--- config.mk ---
export PLATFORM = sky130hd
export DESIGN_NAME = pattern_offset_finder_core_flat
export DESIGN_NICKNAME = d
export VERILOG_FILES = /design/src/hw/rtl/pof_pkg.sv /design/src/hw/rtl/pof_in_if.sv /design/src/hw/rtl/pof_out_if.sv /design/src/hw/rtl/pof_cfg_regs.sv /design/src/hw/rtl/pof_window_cmp.sv /design/src/hw/rtl/pattern_offset_finder_core.sv /design/src/flat_wrapper.sv
export SDC_FILE = /design/constraint.sdc
export NUM_CORES = 1
export LEC_CHECK = 0
export BUFFER_PORTS_ARGS = -buffer_cell sky130_fd_sc_hd__buf_2
export CAP_MARGIN = 20
export CORE_MARGIN = 8
export CORE_UTILIZATION = 25
export CTS_CLUSTER_DIAMETER = 150
export DETAILED_ROUTE_END_ITERATION = 10
export PLACE_DENSITY = 0.49
export SYNTH_ARGS = -nofsm -noshare
export SYNTH_HDL_FRONTEND = slang
export SYNTH_SLANG_ARGS = --single-unit
--- constraint.sdc ---
create_clock -name i_clk -period 12.9 [get_ports i_clk]
set_input_delay 1.935 -clock i_clk [delete_from_list [all_inputs] [get_ports i_clk]]
set_output_delay 1.935 -clock i_clk [all_outputs]
set_load 0.03 [all_outputs]
--- src/hw/rtl/pof_pkg.sv ---
// Shared types and constants of the pattern offset finder.
package pof_pkg;

    // Default window size: the largest pattern length the window supports unless overridden.
    localparam int MAX_PATTERN_BYTES_DEF = 8;

    localparam int PATTERN_W      = 64;
    localparam int LENGTH_W       = 4;
    localparam int COUNT_W        = 8;
    localparam int LIMIT_W        = 16;
    localparam int POS_W          = 17;
    localparam int CFG_INDEX_W    = 2;

    localparam logic [POS_W-1:0]     POS_MAX          = '1;
    localparam logic [COUNT_W-1:0]   COUNT_MAX        = '1;
    localparam logic [LENGTH_W-1:0]  LENGTH_RESET     = 4'd8;
    localparam logic [COUNT_W-1:0]   MAX_MATCH_RESET  = 8'd1;
    localparam logic [LIMIT_W-1:0]   LIMIT_RESET      = 16'd1024;

    // Configuration register indexes.
    typedef enum logic [CFG_INDEX_W-1:0] {
        REG_PATTERN      = 2'd0,
        REG_LENGTH       = 2'd1,
        REG_MAX_MATCHES  = 2'd2,
        REG_SEARCH_LIMIT = 2'd3
    } t_cfg_reg;

    typedef struct packed {
        logic [PATTERN_W-1:0] pattern;
        logic [LENGTH_W-1:0]  pattern_length;
        logic [COUNT_W-1:0]   max_matches;
        logic [LIMIT_W-1:0]   search_limit;
    } t_cfg;

endpackage

--- src/hw/rtl/pof_in_if.sv ---
// Byte stream channel into the pattern offset finder.
interface pof_in_if;
    logic       valid;
    logic       ready;
    logic [7:0] code_byte;
    logic       first_byte;

    modport source (output valid, output code_byte, output first_byte, input ready);
    modport sink   (input valid, input code_byte, input first_byte, output ready);
endinterface

--- src/hw/rtl/pof_out_if.sv ---
// Match result channel out of the pattern offset finder.
interface pof_out_if;
    logic        valid;
    logic        ready;
    logic [15:0] match_offset;
    logic [7:0]  match_number;
    logic        search_done;

    modport source (output valid, output match_offset, output match_number,
                    output search_done, input ready);
    modport sink   (input valid, input match_offset, input match_number,
                    input search_done, output ready);
endinterface

--- src/hw/rtl/pof_cfg_regs.sv ---
// Configuration register file of the pattern offset finder.
module pof_cfg_regs (
    input  logic                                 i_clk,
    input  logic                                 i_rst_n,
    input  logic                                 i_cfg_we,
    input  logic [pof_pkg::CFG_INDEX_W-1:0]      i_cfg_index,
    input  logic [pof_pkg::PATTERN_W-1:0]        i_cfg_data,
    output pof_pkg::t_cfg                        o_cfg
);

    pof_pkg::t_cfg r_cfg;

    always_ff @(posedge i_clk) begin
        if (!i_rst_n) begin
            r_cfg.pattern        <= '0;
            r_cfg.pattern_length <= pof_pkg::LENGTH_RESET;
            r_cfg.max_matches    <= pof_pkg::MAX_MATCH_RESET;
            r_cfg.search_limit   <= pof_pkg::LIMIT_RESET;
        end else if (i_cfg_we) begin
            case (pof_pkg::t_cfg_reg'(i_cfg_index))
                pof_pkg::REG_PATTERN: begin
                    r_cfg.pattern <= i_cfg_data;
                end
                pof_pkg::REG_LENGTH: begin
                    r_cfg.pattern_length <= i_cfg_data[pof_pkg::LENGTH_W-1:0];
                end
                pof_pkg::REG_MAX_MATCHES: begin
                    r_cfg.max_matches <= i_cfg_data[pof_pkg::COUNT_W-1:0];
                end
                pof_pkg::REG_SEARCH_LIMIT: begin
                    r_cfg.search_limit <= i_cfg_data[pof_pkg::LIMIT_W-1:0];
                end
                default: begin
                    r_cfg <= r_cfg;
                end
            endcase
        end
    end

    assign o_cfg = r_cfg;

endmodule

--- src/hw/rtl/pof_window_cmp.sv ---
// Parallel compare of the newest window bytes against the pattern.
module pof_window_cmp #(
    parameter int MAX_PATTERN_BYTES = pof_pkg::MAX_PATTERN_BYTES_DEF
) (
    input  logic [8*MAX_PATTERN_BYTES-1:0]    i_window,
    input  logic [pof_pkg::PATTERN_W-1:0]     i_pattern,
    input  logic [pof_pkg::LENGTH_W-1:0]      i_len,
    output logic                              o_hit
);

    logic [MAX_PATTERN_BYTES:1] w_match;

    // For each length, the newest bytes sit in the top lanes with pattern
    // byte zero in the lowest of them.
    for (genvar gl = 1; gl <= MAX_PATTERN_BYTES; gl++) begin : g_len
        assign w_match[gl] = (i_window[8*MAX_PATTERN_BYTES-1 -: 8*gl]
                              == i_pattern[8*gl-1:0]);
    end

    always_comb begin
        o_hit = 1'b0;
        for (int l = 1; l <= MAX_PATTERN_BYTES; l++) begin
            if (i_len == pof_pkg::LENGTH_W'(l)) begin
                o_hit = w_match[l];
            end
        end
    end

endmodule

--- src/hw/rtl/pattern_offset_finder_core.sv ---
// Top level of the pattern offset finder: stream search for a byte pattern.
//
// The block takes one byte item per cycle and reports where a configured
// pattern of one to MAX_PATTERN_BYTES bytes starts in the byte stream. Each
// item passes an input register, then logic that shifts the byte into a
// window, compares every pattern length in parallel and updates the search
// state, and then a result register, which holds the result of a matching
// item for the result channel. The window compare and the state update are
// both combinational, which lets a new item enter on every clock unless the
// input is held; the result register decouples the two channels, so the
// byte stream keeps flowing while a result waits, and only a second match
// arriving behind an untaken result holds the input.
// A result is produced only for a match that starts below the search limit
// and at or after the end of the previous match plus one byte. When the
// configured match count is reached (or 255 matches, whatever the count),
// that result carries the done flag and the block ignores the rest of the
// region. A first-byte item starts a new region at offset zero. The user
// must write configuration registers only while the block is idle, which
// it does not enforce; a write applies from the next item and never restarts the search.
module pattern_offset_finder_core #(
    parameter int MAX_PATTERN_BYTES = pof_pkg::MAX_PATTERN_BYTES_DEF
) (
    input  logic                               i_clk,
    input  logic                               i_rst_n,
    input  logic                               i_cfg_we,
    input  logic [pof_pkg::CFG_INDEX_W-1:0]    i_cfg_index,
    input  logic [pof_pkg::PATTERN_W-1:0]      i_cfg_data,
    pof_in_if.sink                             i_byte_if,
    pof_out_if.source                          o_match_if
);

    localparam int WinW = 8 * MAX_PATTERN_BYTES;
    localparam int PosW = pof_pkg::POS_W;

    pof_pkg::t_cfg w_cfg;

    pof_cfg_regs u_cfg_regs (
        .i_clk       (i_clk),
        .i_rst_n     (i_rst_n),
        .i_cfg_we    (i_cfg_we),
        .i_cfg_index (i_cfg_index),
        .i_cfg_data  (i_cfg_data),
        .o_cfg       (w_cfg)
    );

    // Input register.
    logic       r_in_valid;
    logic [7:0] r_in_byte;
    logic       r_in_first;

    // Search state.
    logic [WinW-1:0]              r_window;
    logic [PosW-1:0]              r_pos;
    logic [pof_pkg::COUNT_W-1:0]  r_found;
    logic [PosW-1:0]              r_next_start;
    logic                         r_stopped;

    // Result register.
    logic                         r_out_valid;
    logic [pof_pkg::LIMIT_W-1:0]  r_out_offset;
    logic [pof_pkg::COUNT_W-1:0]  r_out_number;
    logic                         r_out_done;

    // A first-byte item sees the state as if the region had just begun.
    logic [WinW-1:0]              w_win_base;
    logic [PosW-1:0]              w_pos_base;
    logic [pof_pkg::COUNT_W-1:0]  w_found_base;
    logic [PosW-1:0]              w_next_base;
    logic                         w_stopped_base;

    assign w_win_base     = r_in_first ? '0 : r_window;
    assign w_pos_base     = r_in_first ? '0 : r_pos;
    assign w_found_base   = r_in_first ? '0 : r_found;
    assign w_next_base    = r_in_first ? '0 : r_next_start;
    assign w_stopped_base = r_in_first ? 1'b0 : r_stopped;

    // The newest byte enters the top lane.
    logic [WinW-1:0] n_window;
    if (MAX_PATTERN_BYTES == 1) begin : g_win_one
        assign n_window = r_in_byte;
    end else begin : g_win_many
        assign n_window = {r_in_byte, w_win_base[WinW-1:8]};
    end

    // Effective pattern length: zero counts as one, and it is capped at the
    // window size.
    logic [pof_pkg::LENGTH_W-1:0] w_len;
    always_comb begin
        w_len = w_cfg.pattern_length;
        if (w_len == '0) begin
            w_len = pof_pkg::LENGTH_W'(1);
        end
        if (w_len > pof_pkg::LENGTH_W'(MAX_PATTERN_BYTES)) begin
            w_len = pof_pkg::LENGTH_W'(MAX_PATTERN_BYTES);
        end
    end

    logic w_cmp_hit;

    pof_window_cmp #(
        .MAX_PATTERN_BYTES (MAX_PATTERN_BYTES)
    ) u_window_cmp (
        .i_window  (n_window),
        .i_pattern (w_cfg.pattern),
        .i_len     (w_len),
        .o_hit     (w_cmp_hit)
    );

    // Start offset of the candidate that ends at this byte.
    logic [PosW:0]                w_pos_p1;
    logic [PosW:0]                w_start_full;
    logic [PosW-1:0]              w_start;
    logic                         w_len_ok;
    logic                         w_in_range;
    logic                         w_hit;
    logic [pof_pkg::COUNT_W-1:0]  w_count;
    logic                         w_done;
    logic [PosW:0]                w_next_full;
    logic [PosW-1:0]              n_pos;

    assign w_pos_p1     = {1'b0, w_pos_base} + (PosW+1)'(1);
    assign w_len_ok     = w_pos_p1 >= (PosW+1)'(w_len);
    assign w_start_full = w_pos_p1 - (PosW+1)'(w_len);
    assign w_start      = w_start_full[PosW-1:0];
    assign w_in_range   = (w_start < PosW'(w_cfg.search_limit))
                          && (w_start >= w_next_base);
    assign w_hit        = !w_stopped_base && w_len_ok && w_in_range && w_cmp_hit;
    assign w_count      = w_found_base + pof_pkg::COUNT_W'(1);
    assign w_done       = (w_count == w_cfg.max_matches)
                          || (w_count == pof_pkg::COUNT_MAX);
    assign w_next_full  = {1'b0, w_start} + (PosW+1)'(w_len) + (PosW+1)'(1);
    assign n_pos        = (w_pos_base == pof_pkg::POS_MAX) ? w_pos_base
                                                           : w_pos_p1[PosW-1:0];

    // Handshake: an item without a match moves on even when the result
    // register is full; a matching item waits for room there.
    logic w_out_free;
    logic w_adv;
    logic w_emit;
    logic w_in_ready;

    assign w_out_free = !r_out_valid || o_match_if.ready;
    assign w_adv      = r_in_valid && (w_out_free || !w_hit);
    assign w_emit     = w_adv && w_hit;
    assign w_in_ready = !r_in_valid || w_adv;

    assign i_byte_if.ready = w_in_ready;

    always_ff @(posedge i_clk) begin
        if (!i_rst_n) begin
            r_in_valid   <= 1'b0;
            r_in_byte    <= '0;
            r_in_first   <= 1'b0;
            r_window     <= '0;
            r_pos        <= '0;
            r_found      <= '0;
            r_next_start <= '0;
            r_stopped    <= 1'b0;
            r_out_valid  <= 1'b0;
        end else begin
            if (w_in_ready) begin
                r_in_valid <= i_byte_if.valid;
                if (i_byte_if.valid) begin
                    r_in_byte  <= i_byte_if.code_byte;
                    r_in_first <= i_byte_if.first_byte;
                end
            end
            if (w_adv) begin
                r_window     <= n_window;
                r_pos        <= n_pos;
                r_found      <= w_hit ? w_count : w_found_base;
                r_next_start <= w_hit ? w_next_full[PosW-1:0] : w_next_base;
                r_stopped    <= w_stopped_base || (w_hit && w_done);
            end
            if (w_out_free) begin
                r_out_valid <= w_emit;
            end
        end
    end

    always_ff @(posedge i_clk) begin
        if (w_out_free && w_emit) begin
            r_out_offset <= w_start[pof_pkg::LIMIT_W-1:0];
            r_out_number <= w_count;
            r_out_done   <= w_done;
        end
    end

    assign o_match_if.valid        = r_out_valid;
    assign o_match_if.match_offset = r_out_offset;
    assign o_match_if.match_number = r_out_number;
    assign o_match_if.search_done  = r_out_done;

    // A result never overwrites one that has not been taken.
    a_no_overwrite: assert property (@(posedge i_clk) disable iff (!i_rst_n)
        w_emit |-> w_out_free)
        else $error("result register overwritten");

    // Once stopped, a region yields no match until a new region begins.
    a_stopped_silent: assert property (@(posedge i_clk) disable iff (!i_rst_n)
        (r_in_valid && !r_in_first && r_stopped) |-> !w_hit)
        else $error("match reported after the search stopped");

    // A result carrying the done flag leaves the search stopped.
    a_done_stops: assert property (@(posedge i_clk) disable iff (!i_rst_n)
        (w_emit && w_done) |=> r_stopped)
        else $error("search not stopped after final match");

    // A reported match number counts from one.
    a_number_nonzero: assert property (@(posedge i_clk) disable iff (!i_rst_n)
        r_out_valid |-> (r_out_number != '0))
        else $error("match number zero on a result");

    // The next allowed start always lies past the start of the last reported match.
    a_next_after: assert property (@(posedge i_clk) disable iff (!i_rst_n)
        w_emit |=> (r_next_start > $past(w_start)))
        else $error("next allowed start not past the match");

endmodule

--- src/flat_wrapper.sv ---
// flat-port wrapper written by rule: the top's interface ports become plain ports
module pattern_offset_finder_core_flat 
#(
    parameter int MAX_PATTERN_BYTES = pof_pkg::MAX_PATTERN_BYTES_DEF
)
  (i_clk, i_rst_n, i_cfg_we, i_cfg_index, i_cfg_data, i_byte_if_valid, i_byte_if_code_byte, i_byte_if_first_byte, i_byte_if_ready, o_match_if_valid, o_match_if_match_offset, o_match_if_match_number, o_match_if_search_done, o_match_if_ready);
  pof_in_if i_byte_if_i ();
  pof_out_if o_match_if_i ();
  input  logic i_clk;
  input  logic i_rst_n;
  input  logic i_cfg_we;
  input  logic [pof_pkg::CFG_INDEX_W-1:0] i_cfg_index;
  input  logic [pof_pkg::PATTERN_W-1:0] i_cfg_data;
  input wire logic [$bits(i_byte_if_i.valid)-1:0] i_byte_if_valid;
  input wire logic [$bits(i_byte_if_i.code_byte)-1:0] i_byte_if_code_byte;
  input wire logic [$bits(i_byte_if_i.first_byte)-1:0] i_byte_if_first_byte;
  output wire logic [$bits(i_byte_if_i.ready)-1:0] i_byte_if_ready;
  output wire logic [$bits(o_match_if_i.valid)-1:0] o_match_if_valid;
  output wire logic [$bits(o_match_if_i.match_offset)-1:0] o_match_if_match_offset;
  output wire logic [$bits(o_match_if_i.match_number)-1:0] o_match_if_match_number;
  output wire logic [$bits(o_match_if_i.search_done)-1:0] o_match_if_search_done;
  input wire logic [$bits(o_match_if_i.ready)-1:0] o_match_if_ready;
  assign i_byte_if_i.valid = i_byte_if_valid;
  assign i_byte_if_i.code_byte = i_byte_if_code_byte;
  assign i_byte_if_i.first_byte = i_byte_if_first_byte;
  assign i_byte_if_ready = i_byte_if_i.ready;
  assign o_match_if_valid = o_match_if_i.valid;
  assign o_match_if_match_offset = o_match_if_i.match_offset;
  assign o_match_if_match_number = o_match_if_i.match_number;
  assign o_match_if_search_done = o_match_if_i.search_done;
  assign o_match_if_i.ready = o_match_if_ready;
  pattern_offset_finder_core #(.MAX_PATTERN_BYTES(MAX_PATTERN_BYTES)) u_core (.i_clk(i_clk), .i_rst_n(i_rst_n), .i_cfg_we(i_cfg_we), .i_cfg_index(i_cfg_index), .i_cfg_data(i_cfg_data), .i_byte_if(i_byte_if_i), .o_match_if(o_match_if_i));
endmodule
==> results.cfg <==
[outcome]
outcome = finished, final reports clean

[cells_and_area]
final_common_cell = nand2_1
final_nets = 2228
area_delta_synth_final_pct = 11.70
drive_gt1_share_pct = 10.22
n_fill_cell = 7078
fin_util_pct = 28.02
layout_common_cells = nand2_1 (248), nor2_1 (221), dfxtp_1 (201)

[detailed_routing]
vias = 16330
viasPerCell = 5.466
wl_per_cell_um = 24.71
routed_wirelength_um = 73820
dr.pass1.iters = 5
postRouteAntennaNets = 0
drt_iter0_drc = 1691
drc = 0

[sta]
fmax_ghz = 0.1209
slew_headroom_pct = 24.30
finalCritPeriodShare_pct = 64.11
finalCriticalPeriod_ns = 8.270
whs_ns = 0.4579
tightest_slew_ns = 1.132
finalClockSkew_ns = 0.02561
worst_slack_ns = 4.630
maxSlewViolCount = 0
setup_viol = 0
rsz0062_at_grt = no
hold_viol = 0
tns_ns = 0

[synthesis]
yosys-top-cells-area = dfxtp_1 (25%), xnor2_1 (7.3%), nand2_1 (5.7%)
netlist_instances = 2145
yosysWarnings = 0
synth_fp_nets = 2271
async_reset_ff_share_pct = 0
ys_seq_area_share_pct = 29.28
synth_area_mm2 = 0.01637
yosysTopAreaCell = dfxtp_1
synth_ff_type = dfxtp_1
yosysTopAreaCellShare_pct = 24.70
synth_seq_cells = 227
synth_edf_count = 25
netlist-cell-type-count = 95
avgSynthCellArea_um2 = 7.633

[power_and_ir_drop]
static-leakage-power_uw = 0.006106
cellPowerDensity_mw_per_mm2 = 98.80
irDropWorstVdd_mv = 0.09337
finalPower_uw = 1807

[place]
place_congestion = 0.9742
port_buffers = 106
place_hpwl_um = 53500
post-place-ws_ns = 5.298

[worst_setup_path]
cp.arrival_ns = 6.33
cp_num_buf_inv = 2
crit_slowest_cell = dfxtp_4
critPathMaxStageDelay_ns = 0.45
crit_fanout = 36
required_ns = 10.97
path_cells = nor2b_1 > ha_1 > inv_1 > xnor2_1 > ha_1 > a21o_1 > a21oi_1 > and2_1 > nand3_2 > o311a_1 > a211o_1 > xnor2_1 > ha_1 > and4_1 > o21ai_0 > a32oi_1 > o21ai_0 > nor3_4 > nand4_1 > buf_2
worst_setup_path_start_kind = register
crit_family = compound AO/OA/AOI/OAI gates
crit_top_cell = ha_1
path_class = reg2out
end_kind = output port

[global_route]
grt_pass1_vias = 15500
grt_usage_pct = 19.06
antenna_found_initial = 1
grt.overflow.total = 0
grt_pass1_wl_um = 107900
grt_max_degree = 91

[run]
cap_viol_max_count = 0

[cts]
clk_pin_slew_worst_paths_ns = 0.06
cts_resized = 0
cts_setup_buffers = 0
clock_latency_ns = 0.59
numCtsBuffers = 27
numClockSinks = 227
clockBufferDepth = 3
cts_hold_buf = 0
cts.htree.levels = 1
root_buffer = clkbuf_16
cts_tree = yes

[floorplanning]
rows = 94
ioPinCount = 107
fp.dieW_um = 271.9
start_util_pct = 25.08
fp.dieH_um = 271.9
core-area_mm2 = 0.06528
dieArea_mm2 = 0.07394

[hold_path]
hp-class = reg2reg
-- synth_stat cells (3+ instances only) --
master / number
nand2_1: 248
nor2_1: 221
dfxtp_1: 202
a21oi_1: 159
clkbuf_1: 142
xnor2_1: 137
o21ai_0: 89
inv_1: 80
a31oi_1: 76
nor4bb_1: 67
o32ai_1: 55
mux2i_1: 53
nand3_1: 48
buf_2: 47
ha_1: 45
xor2_1: 45
nand4_1: 37
nor2b_1: 37
nor3_1: 32
nor4_1: 28
nand2b_1: 26
edfxtp_1: 25
buf_1: 24
o22ai_1: 24
a22o_1: 22
a21o_1: 14
a2111oi_0: 13
a22oi_1: 9
o2111ai_1: 8
and2_1: 7
and4_1: 7
o211ai_1: 6
a211oi_1: 5
nand4b_1: 5
a31o_2: 4
and3_1: 4
o221ai_1: 4
o2bb2ai_1: 4
or4_1: 4
a32oi_1: 3
a41oi_1: 3
buf_4: 3
nor4b_1: 3
o31ai_1: 3
or3_1: 3
-- where the power goes --
| group | internal, uW | switching, uW |
|---|---|---|
| sequential | 726 | 37.1 |
| combinational | 97.7 | 165 |
| clock | 440 | 341 |
| total | 1260 | 543 |
-- cell type report --
class                      count  area (um2)  area share, %
multi-input combinational   1615       10370          56.69
sequential                   227        4798          26.24
tap                          864        1081          5.911
timing repair buffer         147       838.3          4.584
clock buffer                  41       778.2          4.255
inverter                      84       320.3          1.751
clock inverter                 9       101.3         0.5541
antenna                        1       2.502        0.01368
-- worst register-to-register path, delay by kind of cell (launching register included) --
kind | cells | cell delay [ns]
buf+inv | 3 | 1.35
compound gates | 12 | 2.88
xor+xnor | 2 | 0.62
fa+ha+maj | 3 | 1.03
flops | 1 | 0.45
simple gates | 4 | 0.99
-- final timing paths --
path / from / end / slack [ns] / cells past startpoint
max: u_core.r_in_first / i_byte_if_ready / 4.63 / 20
min: u_core.u_cfg_regs.o_cfg[2] / u_core.u_cfg_regs.o_cfg[2] / 0.46 / 2
max reg2reg: u_core.r_in_first / u_core.r_pos[2] / 5.47 / 24
min reg2reg: u_core.u_cfg_regs.o_cfg[2] / u_core.u_cfg_regs.o_cfg[2] / 0.46 / 2
-- cell families (layout without fill, tap and decap cells) --
kind of cell,count (synthesis),count (layout),synth area share [%]
and+or+nand+nor,798,798,25.07
adders and majority gates,46,46,3.561
buffers and inverters,303,281,7.474
AOI/OAI and AO/OA,532,532,21.31
other,0,1,0
muxes,56,56,3.462
xor gates and xnor gates,183,183,9.835
DFF,227,227,29.28
-- metrics by stage --
step | instance area (um2) | std cells
floorplan | 16370 | 2145
global placement | 17410 | 2937
detailed placement | 17410 | 2937
CTS | 18290 | 2987
global route | 18290 | 2987
finish | 18290 | 2988
-- state kept, by name, indices dropped and copies added, names as in the netlist --
name / flops
u_core.o_match_if.match_offset: 16
u_core.r_window: 56
u_core.r_in_valid: 1
u_core.r_stopped: 1
u_core.r_in_byte: 8
u_core.r_pos: 17
u_core.o_match_if.valid: 1
u_core.r_next_start: 17
u_core.o_match_if.match_number: 8
u_core.r_in_first: 1
u_core.u_cfg_regs.o_cfg: 92
u_core.r_found: 8
u_core.o_match_if.search_done: 1
-- per-layer routing --
layer  routed length [um]  part of all wire (%)  vias to the layer above  global-route usage (%)
li1                     -                     -                     7577                       -
met1                32870                    45                     7995                   25.49
met2                33600                    46                      617                   31.06
met3                 4511                   6.1                      143                   2.920
met4                 2830                   3.8                        0                   6.558
met5                    0                     0                        -                       0
Power figures use the tool's default switching activity.
